===== src/hw/rtl/stsched_pkg.sv =====
// ----------------------------------------------------------------------------
// stsched_pkg
// Types, codes and helpers of the sorted timer scheduler.
// ----------------------------------------------------------------------------
package stsched_pkg;

	localparam int NUM_TIMERS = 32;
	localparam int IDX_W      = $clog2(NUM_TIMERS);
	localparam int CNT_W      = $clog2(NUM_TIMERS + 1);
	localparam int ID_W       = 5;
	localparam int TIME_W     = 64;

	typedef enum logic [1:0] {
		OP_START  = 2'd0,
		OP_STOP   = 2'd1,
		OP_MANAGE = 2'd2,
		OP_QUERY  = 2'd3
	} opcode_t;

	typedef enum logic [1:0] {
		KIND_ACK     = 2'd0,
		KIND_EXPIRED = 2'd1,
		KIND_NONE    = 2'd2
	} kind_t;

	typedef struct packed {
		opcode_t             opcode;
		logic [ID_W-1:0]     timer_id;
		logic [TIME_W-1:0]   ticks;
		logic                periodic;
		logic [TIME_W-1:0]   now_time;
	} in_word_t;

	typedef struct packed {
		logic [ID_W-1:0] result_timer;
		kind_t           kind;
		logic            is_pending;
		logic            last;
	} out_word_t;

	typedef enum logic [1:0] {
		CELL_HOLD,
		CELL_REMOVE,
		CELL_POP,
		CELL_INSERT
	} cell_op_t;

	typedef struct packed {
		cell_op_t          op;
		logic [ID_W-1:0]   key;
		logic [TIME_W-1:0] deadline;
		logic [TIME_W-1:0] now;
	} cell_cmd_t;

	typedef struct packed {
		logic              valid;
		logic [TIME_W-1:0] deadline;
		logic [ID_W-1:0]   tid;
	} cell_link_t;

	typedef enum logic [2:0] {
		ST_IDLE,
		ST_REMOVE,
		ST_INSERT,
		ST_POP,
		ST_EMIT,
		ST_RQ_RD,
		ST_RQ_INS
	} state_t;

	localparam logic [TIME_W-1:0] SIGN = {1'b1, {(TIME_W-1){1'b0}}};

	function automatic logic earlier(input logic [TIME_W-1:0] a,
			input logic [TIME_W-1:0] b, input logic [TIME_W-1:0] now);
		return ((a - now) ^ SIGN) < ((b - now) ^ SIGN);
	endfunction

	function automatic logic [IDX_W-1:0] to_idx(input logic [ID_W-1:0] id);
		return IDX_W'(id);
	endfunction

	function automatic logic id_ok(input logic [ID_W-1:0] id);
		return int'(id) < NUM_TIMERS;
	endfunction

endpackage


===== src/hw/rtl/stsched_cell.sv =====
// ----------------------------------------------------------------------------
// stsched_cell
// One slot of the sorted queue: holds, removes, shifts or inserts an entry.
// ----------------------------------------------------------------------------
module stsched_cell (
	input  logic                   clk,
	input  logic                   arst_n,
	input  stsched_pkg::cell_cmd_t  cmd,
	input  stsched_pkg::cell_link_t left,
	input  logic                   left_seen,
	input  logic                   left_go,
	input  stsched_pkg::cell_link_t right,
	output stsched_pkg::cell_link_t own,
	output logic                   seen,
	output logic                   go
);
	import stsched_pkg::*;

	logic              valid_q;
	logic [TIME_W-1:0] deadline_q;
	logic [ID_W-1:0]   tid_q;
	logic              go_here;
	logic              take;
	cell_link_t        nxt;

	assign own     = '{valid: valid_q, deadline: deadline_q, tid: tid_q};
	assign seen    = left_seen | (valid_q && tid_q == cmd.key);
	assign go_here = !valid_q || earlier(cmd.deadline, deadline_q, cmd.now);
	assign go      = left_go | go_here;

	always_comb begin
		nxt  = own;
		take = 1'b0;
		case (cmd.op)
			CELL_REMOVE: begin
				if (seen) begin
					nxt  = right;
					take = 1'b1;
				end
			end
			CELL_POP: begin
				nxt  = right;
				take = 1'b1;
			end
			CELL_INSERT: begin
				if (left_go) begin
					nxt  = left;
					take = 1'b1;
				end else if (go_here) begin
					nxt  = '{valid: 1'b1, deadline: cmd.deadline, tid: cmd.key};
					take = 1'b1;
				end
			end
			default: begin
				nxt = own;
			end
		endcase
	end

	always_ff @(posedge clk or negedge arst_n) begin
		if (!arst_n) begin
			valid_q <= 1'b0;
		end else if (take) begin
			valid_q <= nxt.valid;
		end
	end

	always_ff @(posedge clk) begin
		if (take) begin
			deadline_q <= nxt.deadline;
			tid_q      <= nxt.tid;
		end
	end

endmodule


===== config.mk =====
export PLATFORM = sky130hd
export DESIGN_NAME = stsched_cell
export DESIGN_NICKNAME = d
export VERILOG_FILES = /design/src/hw/rtl/stsched_pkg.sv /design/src/hw/rtl/stsched_cell.sv
export SDC_FILE = /design/constraint.sdc
export NUM_CORES = 1
export LEC_CHECK = 0
export BUFFER_PORTS_ARGS = -buffer_cell sky130_fd_sc_hd__buf_4
export CORE_ASPECT_RATIO = 0.75
export CORE_MARGIN = 2
export CORE_UTILIZATION = 42
export CTS_CLUSTER_SIZE = 16
export DETAILED_ROUTE_END_ITERATION = 6
export PLACE_DENSITY = 0.77
export SYNTH_ARGS = -nofsm -noshare
export SYNTH_HDL_FRONTEND = slang
export SYNTH_SLANG_ARGS = --single-unit

===== constraint.sdc =====
create_clock -name clk -period 11.05 [get_ports clk]
set_clock_uncertainty 0.05 [all_clocks]
set_input_delay 0.5525 -clock clk [delete_from_list [all_inputs] [get_ports clk]]
set_output_delay 0.5525 -clock clk [all_outputs]
set_load 0.02 [all_outputs]

==> results.tsv <==
stage	metric	value	unit
clock_network	cts_setup_buffers	0	
placement	port_buffers	350	
clock_network	cts_tree	built	
worst_setup_path	max_stage_delay	0.71	ns
worst_setup_path	cpMostUsedCell	a21oi_1	
worst_setup_path	crit_family	compound AO/OA/AOI/OAI gates	
power_and_ir_drop	power_leakage	7.83	nW
synth	synthCells	1691	
worst_setup_path	endpoint_kind	flop	
sta	period_needed	7.47	ns
floorplanning	start_util	42.8	%
floorplanning	die-width	207	µm
sta	fmax	134	MHz
synth	synth_warnings	0	
floorplanning	die_y	156	µm
power_and_ir_drop	sequentialPowerShare	19.3	%
synth	syn-num-nets	2161	
clock_network	cts_resized	0	
sta	period_share	67.6	%
finish	fin_nets	2451	
clock_network	clk_latency	0.37	ns
synth	synth.cell_area	12900	µm²
sta	tightestPinTransition	0.810	ns
global_route	grt_pass1_vias	13400	
placement	pre_cts_ws	3.64	ns
sta	hold_viol_final	0	
worst_setup_path	slowest_stage	a2bb2oi_1	
drt	wl_per_cell	20.7	µm
drt	drt-total-wl	49400	µm
synth	syn_area_per_cell	7.64	µm²
power_and_ir_drop	totalPowerFinal	0.00183	W
outcome	run_status	finished with violations	
power_and_ir_drop	switchingPower	0.000844	W
global_route	track_usage	29.7	%
sta	layout_setup_ws	3.58	ns
synth	ys_seq_area_share	16.2	%
drt	drt_iter0_drc	1345	
synth	synth_edf_count	69	
clock_network	postCtsHoldBufs	1	
sta	relSlewSlack	44.6	%
drt	drtPass1Iterations	7	
power_and_ir_drop	power_per_cell_area	114	nW/µm²
clock_network	cts_root_buf	clkbuf_16	
drt	vias	14300	
sta	grt_setup_unrepaired	no	
sta	fin_tns_setup	0	ns
clock_network	clock-sinks	70	
synth	ys_ff_latch	70	
global_route	grt_pass1_wl	74100	µm
clock_network	path_clk_slew	0.07	ns
worst_setup_path	critical_path_class	flop to flop	
synth	synthTopCellsByArea	ha_1, edfxtp_1, a21oi_1	
worst_setup_path	startpoint_type	flop	
synth	ys_async_sr_fraction	1.43	%
job	drv_cap	0	
drt	ant_nets	0	
floorplanning	core	30200	µm²
clock_network	cts_buffers	9	
worst_setup_path	critical_path_required	10.99	ns
synth	ys.flop_type	edfxtp_1	
finish	area_delta_synth_final	24.5	%
placement	place_congestion	1.02	
power_and_ir_drop	clkPwrFrac	16.6	%
placement	dp.final_hpwl	41500	µm
synth	synth_cell_type_count	74	
power_and_ir_drop	switching_share	46.1	%
floorplanning	io_pins	351	
power_and_ir_drop	comb_power_share	64.2	%
sta	slew_viol_final	0	
clock_network	cts.path.max_buffers	2	
finish	drive_above_1_share	19.8	%
sta	setup_viol	0	
worst_setup_path	path_cells	inv_1 > ha_1 > inv_1 > fa_1 > a21oi_1 > o21ai_0 > a21oi_1 > a2bb2oi_1 > a211oi_1 > o2111ai_1 > a21oi_1 > or4_1 > nand3_1 > ha_1 > and3_1 > a221o_1 > a211oi_1 > o21ai_0 > nand3b_1 > a2bb2oi_1 > o31a_2 > buf_4	
outcome	violations	DRC	
global_route	grt_start_max_net_pins	57	
worst_setup_path	cp_max_fo	49	
power_and_ir_drop	p_int	0.000985	W
min_path	worstHoldPathType	input port to flop	
global_route	overflow	0	
worst_setup_path	path_buf_inv	3	
drt	vias_per_cell	5.99	
synth	synth_top_area_share	18.3	%
worst_setup_path	crit_arrival	7.41	ns
global_route	grt_antenna_before_repair	3	
drt	drc_errors	2	
floorplanning	num_rows	55	
floorplanning	dieArea	32200	µm²
synth	yosys.area.top_type	ha_1	
clock_network	cts.htree.levels	3	
power_and_ir_drop	peakVddDrop	0.0736	mV
## layout by cell type, fill, tap and decap left out, drive strengths merged, types with 19 or more instances in the layout
master	n
nor2	86
nand2	183
nand3	36
xnor2	69
o21bai	31
a21oi	171
nand4	41
a21o	82
nand2b	19
edfxtp	69
and3	21
inv	102
mux2i	73
xor2	50
nor3	22
ha	189
o21ai	168
buf	355
## sequential cells by signal, indices dropped and copies added (netlist names)
name and flops:
valid_q 1, deadline_q 64, tid_q 5
## final timing paths
| kind | startpoint | to | slack [ns] | cells after the start |
|---|---|---|---|---|
| max | deadline_q[0] | deadline_q[35] | 3.58 | 22 |
| min | right[17] | deadline_q[12] | 0.41 | 3 |
| max reg2reg | deadline_q[0] | deadline_q[35] | 3.58 | 22 |
| min reg2reg | valid_q | valid_q | 0.73 | 2 |
| max in group asynchronous | arst_n | valid_q | 10.40 | 2 |
| min in group asynchronous | arst_n | valid_q | 0.47 | 2 |
## cell usage after synthesis, drive strengths merged, types with 9 or more instances
| cell type | n |
|---|---|
| nor4 | 9 |
| nor3 | 22 |
| nand3 | 36 |
| a21oi | 171 |
| nor2b | 18 |
| o21a | 10 |
| and3 | 21 |
| nor2 | 86 |
| ha | 189 |
| nand2b | 19 |
| o211ai | 10 |
| xor2 | 50 |
| and2 | 11 |
| inv | 101 |
| edfxtp | 69 |
| nand4 | 41 |
| buf | 20 |
| mux2i | 73 |
| a211oi | 15 |
| a31oi | 15 |
| nand2 | 183 |
| xnor2 | 69 |
| clkbuf | 57 |
| o21ai | 168 |
| o21bai | 31 |
| a21o | 82 |
## metal layers
metal / part of all wire, % / GRT usage [%]
met1: 46 / 43.2
met2: 42 / 43.5
met3: 10 / 6.87
met4: 2.2 / 8.13
met5: 0 / 0
## power groups by stage
stage,clock network [W],logic (W),registers [W]
after global routing,0.000316,0.00128,0.000356
after detailed placement,0,0.00113,0.000358
final,0.000303,0.00117,0.000353
after CTS,0.000309,0.00114,0.000353
after global placement,0,0.00112,0.000358
after floorplan,0,0.000738,0.000385
## through the flow
stage	cell area, µm²	std cells	utilization, %	hold slack, ns
floorplan	12900	1691	-	0.207
global placement	15800	2368	52.2	0.280
detailed placement	15800	2368	52.2	0.280
CTS	16100	2385	53.2	0.399
global route	16100	2387	53.2	0.412
finish	16100	2388	53.2	0.410
## tightest hold or removal path: cells and delay by family
family | cells | cell delay (ns)
compound gates | 1 | 0.05
simple gates | 1 | 0.04
buf+inv | 1 | 0.08
## cell families (layout without fill, tap and decap cells)
kind of cell	count (synthesis)	count (layout)	share of synthesized area, %
other	0	3	0
XOR/XNOR	119	119	8.07
AO/OA/AOI/OAI	583	583	28.4
adder cells (fa/ha/maj)	191	191	18.6
flip-flops	70	70	16.2
multiplexers	73	73	5.66
AND/OR/NAND/NOR	477	477	17.7
buffers and inverters	178	473	5.35
## area by class of cell
cell class	instances	area [µm²]
fill	2913	14100
multi-input combinational	1443	10100
timing repair buffer	356	2680
sequential	70	2100
tap	399	499
inverter	101	379
clock buffer	12	256
clock inverter	4	31.3
antenna	3	7.51
No activity file was read; power rests on OpenSTA's default activity.
