## src/hw/rtl/stsched_pkg.sv

```systemverilog
// ----------------------------------------------------------------------------
// stsched_pkg
// Types, codes and helpers of the sorted timer scheduler.
// ----------------------------------------------------------------------------
package stsched_pkg;

	localparam int NUM_TIMERS = 32;
	localparam int IDX_W      = $clog2(NUM_TIMERS);
	localparam int CNT_W      = $clog2(NUM_TIMERS + 1);
	localparam int ID_W       = 5;
	localparam int TIME_W     = 64;

	typedef enum logic [1:0] {
		OP_START  = 2'd0,
		OP_STOP   = 2'd1,
		OP_MANAGE = 2'd2,
		OP_QUERY  = 2'd3
	} opcode_t;

	typedef enum logic [1:0] {
		KIND_ACK     = 2'd0,
		KIND_EXPIRED = 2'd1,
		KIND_NONE    = 2'd2
	} kind_t;

	typedef struct packed {
		opcode_t             opcode;
		logic [ID_W-1:0]     timer_id;
		logic [TIME_W-1:0]   ticks;
		logic                periodic;
		logic [TIME_W-1:0]   now_time;
	} in_word_t;

	typedef struct packed {
		logic [ID_W-1:0] result_timer;
		kind_t           kind;
		logic            is_pending;
		logic            last;
	} out_word_t;

	typedef enum logic [1:0] {
		CELL_HOLD,
		CELL_REMOVE,
		CELL_POP,
		CELL_INSERT
	} cell_op_t;

	typedef struct packed {
		cell_op_t          op;
		logic [ID_W-1:0]   key;
		logic [TIME_W-1:0] deadline;
		logic [TIME_W-1:0] now;
	} cell_cmd_t;

	typedef struct packed {
		logic              valid;
		logic [TIME_W-1:0] deadline;
		logic [ID_W-1:0]   tid;
	} cell_link_t;

	typedef enum logic [2:0] {
		ST_IDLE,
		ST_REMOVE,
		ST_INSERT,
		ST_POP,
		ST_EMIT,
		ST_RQ_RD,
		ST_RQ_INS
	} state_t;

	localparam logic [TIME_W-1:0] SIGN = {1'b1, {(TIME_W-1){1'b0}}};

	function automatic logic earlier(input logic [TIME_W-1:0] a,
			input logic [TIME_W-1:0] b, input logic [TIME_W-1:0] now);
		return ((a - now) ^ SIGN) < ((b - now) ^ SIGN);
	endfunction

	function automatic logic [IDX_W-1:0] to_idx(input logic [ID_W-1:0] id);
		return IDX_W'(id);
	endfunction

	function automatic logic id_ok(input logic [ID_W-1:0] id);
		return int'(id) < NUM_TIMERS;
	endfunction

endpackage

```

## src/hw/rtl/stsched_ctrl.sv

```systemverilog
// ----------------------------------------------------------------------------
// stsched_ctrl
// Command sequencer: drives the cell row, holds periods, pending flags and
// the expired-timer stack and queue, and forms the result words.
// ----------------------------------------------------------------------------
module stsched_ctrl (
	input  logic                   clk,
	input  logic                   arst_n,
	input  logic                   start,
	output logic                   busy,
	input  stsched_pkg::in_word_t   cmd,
	output logic                   strobe,
	output stsched_pkg::out_word_t  result,
	output stsched_pkg::cell_cmd_t  ccmd,
	input  stsched_pkg::cell_link_t head
);
	import stsched_pkg::*;

	state_t            state_q, state_d;
	in_word_t          in_q;
	logic [ID_W-1:0]   lifo_q [NUM_TIMERS];
	logic [ID_W-1:0]   fifo_q [NUM_TIMERS];
	logic [TIME_W-1:0] period_mem [NUM_TIMERS];
	logic [TIME_W-1:0] rd_q;
	logic [CNT_W-1:0]  cnt_q, rem_q;
	logic [NUM_TIMERS-1:0] pending_q, nz_q;
	logic              strobe_q, res_vld;
	out_word_t         result_q, res_d;
	logic              due;
	logic [IDX_W-1:0]  in_idx, fifo_idx, lifo_idx;

	assign busy     = state_q != ST_IDLE;
	assign strobe   = strobe_q;
	assign result   = result_q;
	assign in_idx   = to_idx(in_q.timer_id);
	assign fifo_idx = to_idx(fifo_q[0]);
	assign lifo_idx = to_idx(lifo_q[0]);
	assign due      = head.valid && (((in_q.now_time - head.deadline) & SIGN) == '0);

	always_comb begin
		state_d = state_q;
		unique case (state_q)
			ST_IDLE: begin
				if (start) begin
					if (cmd.opcode == OP_MANAGE) begin
						state_d = ST_POP;
					end else if ((cmd.opcode == OP_START || cmd.opcode == OP_STOP)
							&& id_ok(cmd.timer_id)) begin
						state_d = ST_REMOVE;
					end
				end
			end
			ST_REMOVE: state_d = (in_q.opcode == OP_START) ? ST_INSERT : ST_IDLE;
			ST_INSERT: state_d = ST_IDLE;
			ST_POP: begin
				if (!due) begin
					state_d = (cnt_q == '0) ? ST_IDLE : ST_EMIT;
				end
			end
			ST_EMIT: begin
				if (rem_q == CNT_W'(1)) begin
					state_d = ST_RQ_RD;
				end
			end
			ST_RQ_RD: state_d = ST_RQ_INS;
			ST_RQ_INS: state_d = (cnt_q == CNT_W'(1)) ? ST_IDLE : ST_RQ_RD;
			default: state_d = ST_IDLE;
		endcase
	end

	always_comb begin
		ccmd    = '{op: CELL_HOLD, key: in_q.timer_id,
			deadline: in_q.now_time + in_q.ticks, now: in_q.now_time};
		res_vld = 1'b0;
		res_d   = '{result_timer: in_q.timer_id, kind: KIND_ACK, is_pending: 1'b0,
			last: 1'b1};
		unique case (state_q)
			ST_IDLE: begin
				res_d.result_timer = cmd.timer_id;
				if (start) begin
					if (cmd.opcode == OP_QUERY) begin
						res_vld          = 1'b1;
						res_d.is_pending = id_ok(cmd.timer_id)
							&& pending_q[to_idx(cmd.timer_id)];
					end else if (cmd.opcode != OP_MANAGE && !id_ok(cmd.timer_id)) begin
						res_vld = 1'b1;
					end
				end
			end
			ST_REMOVE: begin
				ccmd.op = CELL_REMOVE;
				res_vld = in_q.opcode == OP_STOP;
			end
			ST_INSERT: begin
				ccmd.op          = CELL_INSERT;
				res_vld          = 1'b1;
				res_d.is_pending = 1'b1;
			end
			ST_POP: begin
				if (due) begin
					ccmd.op = CELL_POP;
				end else if (cnt_q == '0) begin
					res_vld            = 1'b1;
					res_d.result_timer = '0;
					res_d.kind         = KIND_NONE;
				end
			end
			ST_EMIT: begin
				res_vld            = 1'b1;
				res_d.result_timer = lifo_q[0];
				res_d.kind         = KIND_EXPIRED;
				res_d.is_pending   = nz_q[lifo_idx];
				res_d.last         = rem_q == CNT_W'(1);
			end
			ST_RQ_RD: begin
				ccmd.op = CELL_HOLD;
			end
			ST_RQ_INS: begin
				ccmd.key      = fifo_q[0];
				ccmd.deadline = in_q.now_time + rd_q;
				if (nz_q[fifo_idx]) begin
					ccmd.op = CELL_INSERT;
				end
			end
			default: begin
				ccmd.op = CELL_HOLD;
			end
		endcase
	end

	always_ff @(posedge clk or negedge arst_n) begin
		if (!arst_n) begin
			state_q   <= ST_IDLE;
			cnt_q     <= '0;
			rem_q     <= '0;
			pending_q <= '0;
			nz_q      <= '0;
			strobe_q  <= 1'b0;
		end else begin
			state_q  <= state_d;
			strobe_q <= res_vld;
			case (state_q)
				ST_IDLE: cnt_q <= '0;
				ST_REMOVE: begin
					if (in_q.opcode == OP_STOP) begin
						pending_q[in_idx] <= 1'b0;
					end else begin
						pending_q[in_idx] <= 1'b1;
						nz_q[in_idx]      <= in_q.periodic && (in_q.ticks != '0);
					end
				end
				ST_POP: begin
					if (due) begin
						cnt_q <= cnt_q + CNT_W'(1);
					end else begin
						rem_q <= cnt_q;
					end
				end
				ST_EMIT: rem_q <= rem_q - CNT_W'(1);
				ST_RQ_INS: begin
					cnt_q               <= cnt_q - CNT_W'(1);
					pending_q[fifo_idx] <= nz_q[fifo_idx];
				end
				default: cnt_q <= cnt_q;
			endcase
		end
	end

	always_ff @(posedge clk) begin
		result_q <= res_d;
		if (state_q == ST_IDLE && start) begin
			in_q <= cmd;
		end
		if (state_q == ST_POP && due) begin
			lifo_q[0]                  <= head.tid;
			fifo_q[cnt_q[IDX_W-1:0]]   <= head.tid;
			for (int i = 1; i < NUM_TIMERS; i++) begin
				lifo_q[i] <= lifo_q[i-1];
			end
		end
		if (state_q == ST_EMIT) begin
			for (int i = 0; i < NUM_TIMERS - 1; i++) begin
				lifo_q[i] <= lifo_q[i+1];
			end
		end
		if (state_q == ST_RQ_INS) begin
			for (int i = 0; i < NUM_TIMERS - 1; i++) begin
				fifo_q[i] <= fifo_q[i+1];
			end
		end
	end

	always_ff @(posedge clk) begin
		if (state_q == ST_REMOVE && in_q.opcode == OP_START) begin
			period_mem[in_idx] <= in_q.ticks;
		end
		if (state_q == ST_RQ_RD) begin
			rd_q <= period_mem[fifo_idx];
		end
	end

endmodule

```

## config.mk

```make
export PLATFORM = sky130hd
export DESIGN_NAME = stsched_ctrl
export DESIGN_NICKNAME = d
export VERILOG_FILES = /design/src/hw/rtl/stsched_pkg.sv /design/src/hw/rtl/stsched_ctrl.sv
export SDC_FILE = /design/constraint.sdc
export NUM_CORES = 2
export LEC_CHECK = 0
export BUFFER_PORTS_ARGS = -buffer_cell sky130_fd_sc_hd__buf_2
export CAP_MARGIN = 5
export CORE_ASPECT_RATIO = 0.8
export CORE_MARGIN = 4
export CORE_UTILIZATION = 60
export CTS_BUF_LIST = sky130_fd_sc_hd__clkbuf_8
export DETAILED_ROUTE_END_ITERATION = 10
export GPL_ROUTABILITY_DRIVEN = 0
export PLACE_DENSITY = 0.81
export SETUP_SLACK_MARGIN = 0.1
export SLEW_MARGIN = 25
export SYNTH_ARGS = -nofsm -noshare
export SYNTH_HDL_FRONTEND = slang
export SYNTH_SLANG_ARGS = --single-unit
export TNS_END_PERCENT = 30
```

## constraint.sdc

```tcl
create_clock -name clk -period 35.5 [get_ports clk]
set_input_delay 7.1 -clock clk [delete_from_list [all_inputs] [get_ports clk]]
set_output_delay 7.1 -clock clk [all_outputs]
set_load 0.01 [all_outputs]
```

==> impl_metrics.env <==
export IMPL_timing_max_cap_violations=0
export IMPL_crit_path_end="ccmd[134]"
export IMPL_cts_setup_buffers=0
export IMPL_slew_headroom=0.237
export IMPL_cts_htree_levels=5
export IMPL_crit_family="compound AO/OA/AOI/OAI gates"
export IMPL_synth_edf_count=2568
export IMPL_cts_sinks=2657
export IMPL_slew_violations=0
export IMPL_final_common_cell="edfxtp_1"
export IMPL_ys_flop_type="edfxtp_1"
export IMPL_power_density_nw_per_um2=48.1
export IMPL_slowest_stage="nor4_1"
export IMPL_cts_root_buffer="clkbuf_8"
export IMPL_finalSetupViolations=0
export IMPL_grt_pass1_wl_mm=422
export IMPL_synth_distinct_cells=76
export IMPL_start_util=0.605
export IMPL_rows=138
export IMPL_rsz0062_at_grt="no"
export IMPL_core_area_um2=178000
export IMPL_synth_seq_area_share=0.738
export IMPL_hold_viol_final=0
export IMPL_yosys_register_bits=2657
export IMPL_fmaxAchievable_mhz=54.5
export IMPL_worstSetupEndpointType="output pin"
export IMPL_power_leakage_nw=41.3
export IMPL_place_ws_ps=17240
export IMPL_layout_common_cells="edfxtp_1 (2568), nand2_1 (593), mux4_2 (540), clkbuf_8 (407), buf_2 (353)"
export IMPL_die_x_um=481
export IMPL_async_flop_share=0.0301
export IMPL_skew_ps=54.8
export IMPL_nets=6741
export IMPL_ys_warnings_count=0
export IMPL_fin_ws_ps=17140
export IMPL_area_delta_synth_final_pct=11.2
export IMPL_grt_max_degree=146
export IMPL_slowest_delay_ps=950
export IMPL_syn_cell_area_um2=107000
export IMPL_antenna_found_initial=18
export IMPL_drive_above_1_share=0.261
export IMPL_period_share=0.517
export IMPL_cp_cell_sequence="buf_2, inv_1, ha_1, nand4_1, nor4_1, nand4_1, a31oi_1, o21ai_0, a311oi_4, o21ai_0, buf_2"
export IMPL_path_buf_inv=3
export IMPL_min_period_ps=18360
export IMPL_crit_start="head[34]"
export IMPL_clk_pin_slew_ps=60
export IMPL_hold_path_class="flip-flop to flip-flop"
export IMPL_grt_pass1_vias=60559
export IMPL_dr_pass1_iters=7
export IMPL_power_total_w=0.00575
export IMPL_clockBufferDepth=4
export IMPL_cts_buffers=398
export IMPL_finalSetupTns_ps=0
export IMPL_avgSynthCellArea_um2=18.3
export IMPL_die_area_um2=186000
export IMPL_detail_route_vias_per_cell=6.83
export IMPL_ff2ff_path_depth=11
export IMPL_clock_latency_ps=1090
export IMPL_wirelength_mm=295
export IMPL_drt_iter0_markers=10177
export IMPL_grt_overflow=0
export IMPL_whs_ps=444
export IMPL_port_buffers=354
export IMPL_antenna_left=0
export IMPL_routed_via_count=62009
export IMPL_tightest_slew_ps=1140
export IMPL_worst_r2r_setup_slack_ps=29800
export IMPL_syn_num_nets=6199
export IMPL_hold_buffers=0
export IMPL_drc=0
export IMPL_gr_usage_all_layers=0.314
export IMPL_ir_drop_mv=0.0409
export IMPL_cp_max_fo=10
export IMPL_cp_required_ps=28400
export IMPL_arrival_ps=11260
export IMPL_wire_per_inst_um=32.5
export IMPL_netlist_instances=5857
export IMPL_critical_path_depth=11
export IMPL_crit_type="input port to output pin"
export IMPL_hpwl_mm=162
export IMPL_tritoncts="built"
export IMPL_r2r_start="ccmd[30]$_DFFE_PP_"
export IMPL_startpoint_type="input port"
export IMPL_ios=355
export IMPL_status="finished clean"
export IMPL_reg2reg_to="fifo_q[30][4]$_DFFE_PP_"
export IMPL_cts_resized=0
export IMPL_die_h_um=387
where the power goes:
| group | switching [W] | leakage (nW) | internal (W) |
|---|---|---|---|
| clock network | 0.00116 | 4.12 | 0.00117 |
| registers | 0.000000265 | 24.5 | 0.00339 |
| logic | 0.0000203 | 12.7 | 0.0000187 |
| total | 0.00118 | 41.3 | 0.00457 |
worst reg2reg max path: cells and delay by family (launching register included):
family / cells / cell delay (ps)
adders and majority gates: 1 / 350
buffers and inverters: 1 / 570
and+or+nand+nor: 5 / 2200
AOI/OAI and AO/OA: 4 / 1710
DFF: 1 / 490
cells in the mapped netlist, types with 34 or more instances:
| cell type | instances | area, um2 |
|---|---|---|
| buf_4 | 65 | 488 |
| nand4_1 | 95 | 594 |
| xnor2_1 | 37 | 324 |
| dfrtp_1 | 80 | 2000 |
| mux4_2 | 540 | 12200 |
| clkbuf_1 | 255 | 957 |
| edfxtp_1 | 2568 | 77100 |
| nor2_1 | 148 | 556 |
| buf_2 | 44 | 220 |
| inv_1 | 88 | 330 |
| a21o_1 | 202 | 1520 |
| mux2_2 | 110 | 1240 |
| a21oi_1 | 126 | 631 |
| a22oi_1 | 260 | 1950 |
| nand2_1 | 596 | 2240 |
| o21ai_0 | 103 | 515 |
| ha_1 | 132 | 1650 |
| nand3_1 | 34 | 170 |
per-layer routing:
layer  global-route usage  vias up  part of all wire
met2                0.465     5564              0.45
li1                     -    24663                 -
met5                    0        -           0.00035
met3                0.113      814              0.16
met1                0.437    30959              0.35
met4                0.114        9             0.038
area by class of cell:
type,count,area (um2)
Sequential cell,2657,79300
Fill cell,10834,58000
Multi-Input combinational cell,2722,26400
Clock buffer,407,5600
Timing Repair Buffer,532,3280
Tap cell,2380,2980
Clock inverter,286,1580
Inverter,88,330
Antenna cell,13,32.5
cell families after synthesis:
logic type               Yosys count  synth area share
adder cells (fa/ha/maj)          133            0.0156
buffers and inverters            478            0.0195
flip-flops                      2657             0.738
AND/OR/NAND/NOR                 1012            0.0414
multiplexers                     661             0.126
XOR/XNOR                          61           0.00497
AO/OA/AOI/OAI                    855            0.0549
metrics by stage:
stage	util	std cells	instance area (um2)
after detailed placement	0.632	8368	112000
after CTS	0.672	9061	119000
after global placement	0.631	8367	112000
final	0.673	9085	119000
after global routing	0.673	9077	119000
after floorplan	-	5857	107000
flip-flops by register name (all words and copies together) (netlist names), 5 cells and up, named ones only:
signal	cells
nz_q	32
in_q	67
ccmd	64
cnt_q	6
lifo_q	160
fifo_q	160
rd_q	64
period_mem	2048
rem_q	6
in_idx	5
result	9
worst min-delay path by stage:
stage / from / endpoint / slack (ps) / cells past startpoint
after floorplan: lifo_q[1][70]$_DFFE_PP_ / lifo_q[1][75]$_DFFE_PP_ / 420 / 0
after global placement: lifo_q[1][72]$_DFFE_PP_ / lifo_q[1][77]$_DFFE_PP_ / 430 / 0
after detailed placement: lifo_q[1][72]$_DFFE_PP_ / lifo_q[1][77]$_DFFE_PP_ / 430 / 0
after CTS: lifo_q[1][72]$_DFFE_PP_ / lifo_q[1][77]$_DFFE_PP_ / 450 / 0
after global routing: lifo_q[1][73]$_DFFE_PP_ / lifo_q[1][78]$_DFFE_PP_ / 470 / 0
final: lifo_q[1][72]$_DFFE_PP_ / lifo_q[1][77]$_DFFE_PP_ / 440 / 0
(Power assumes the default switching activity.)
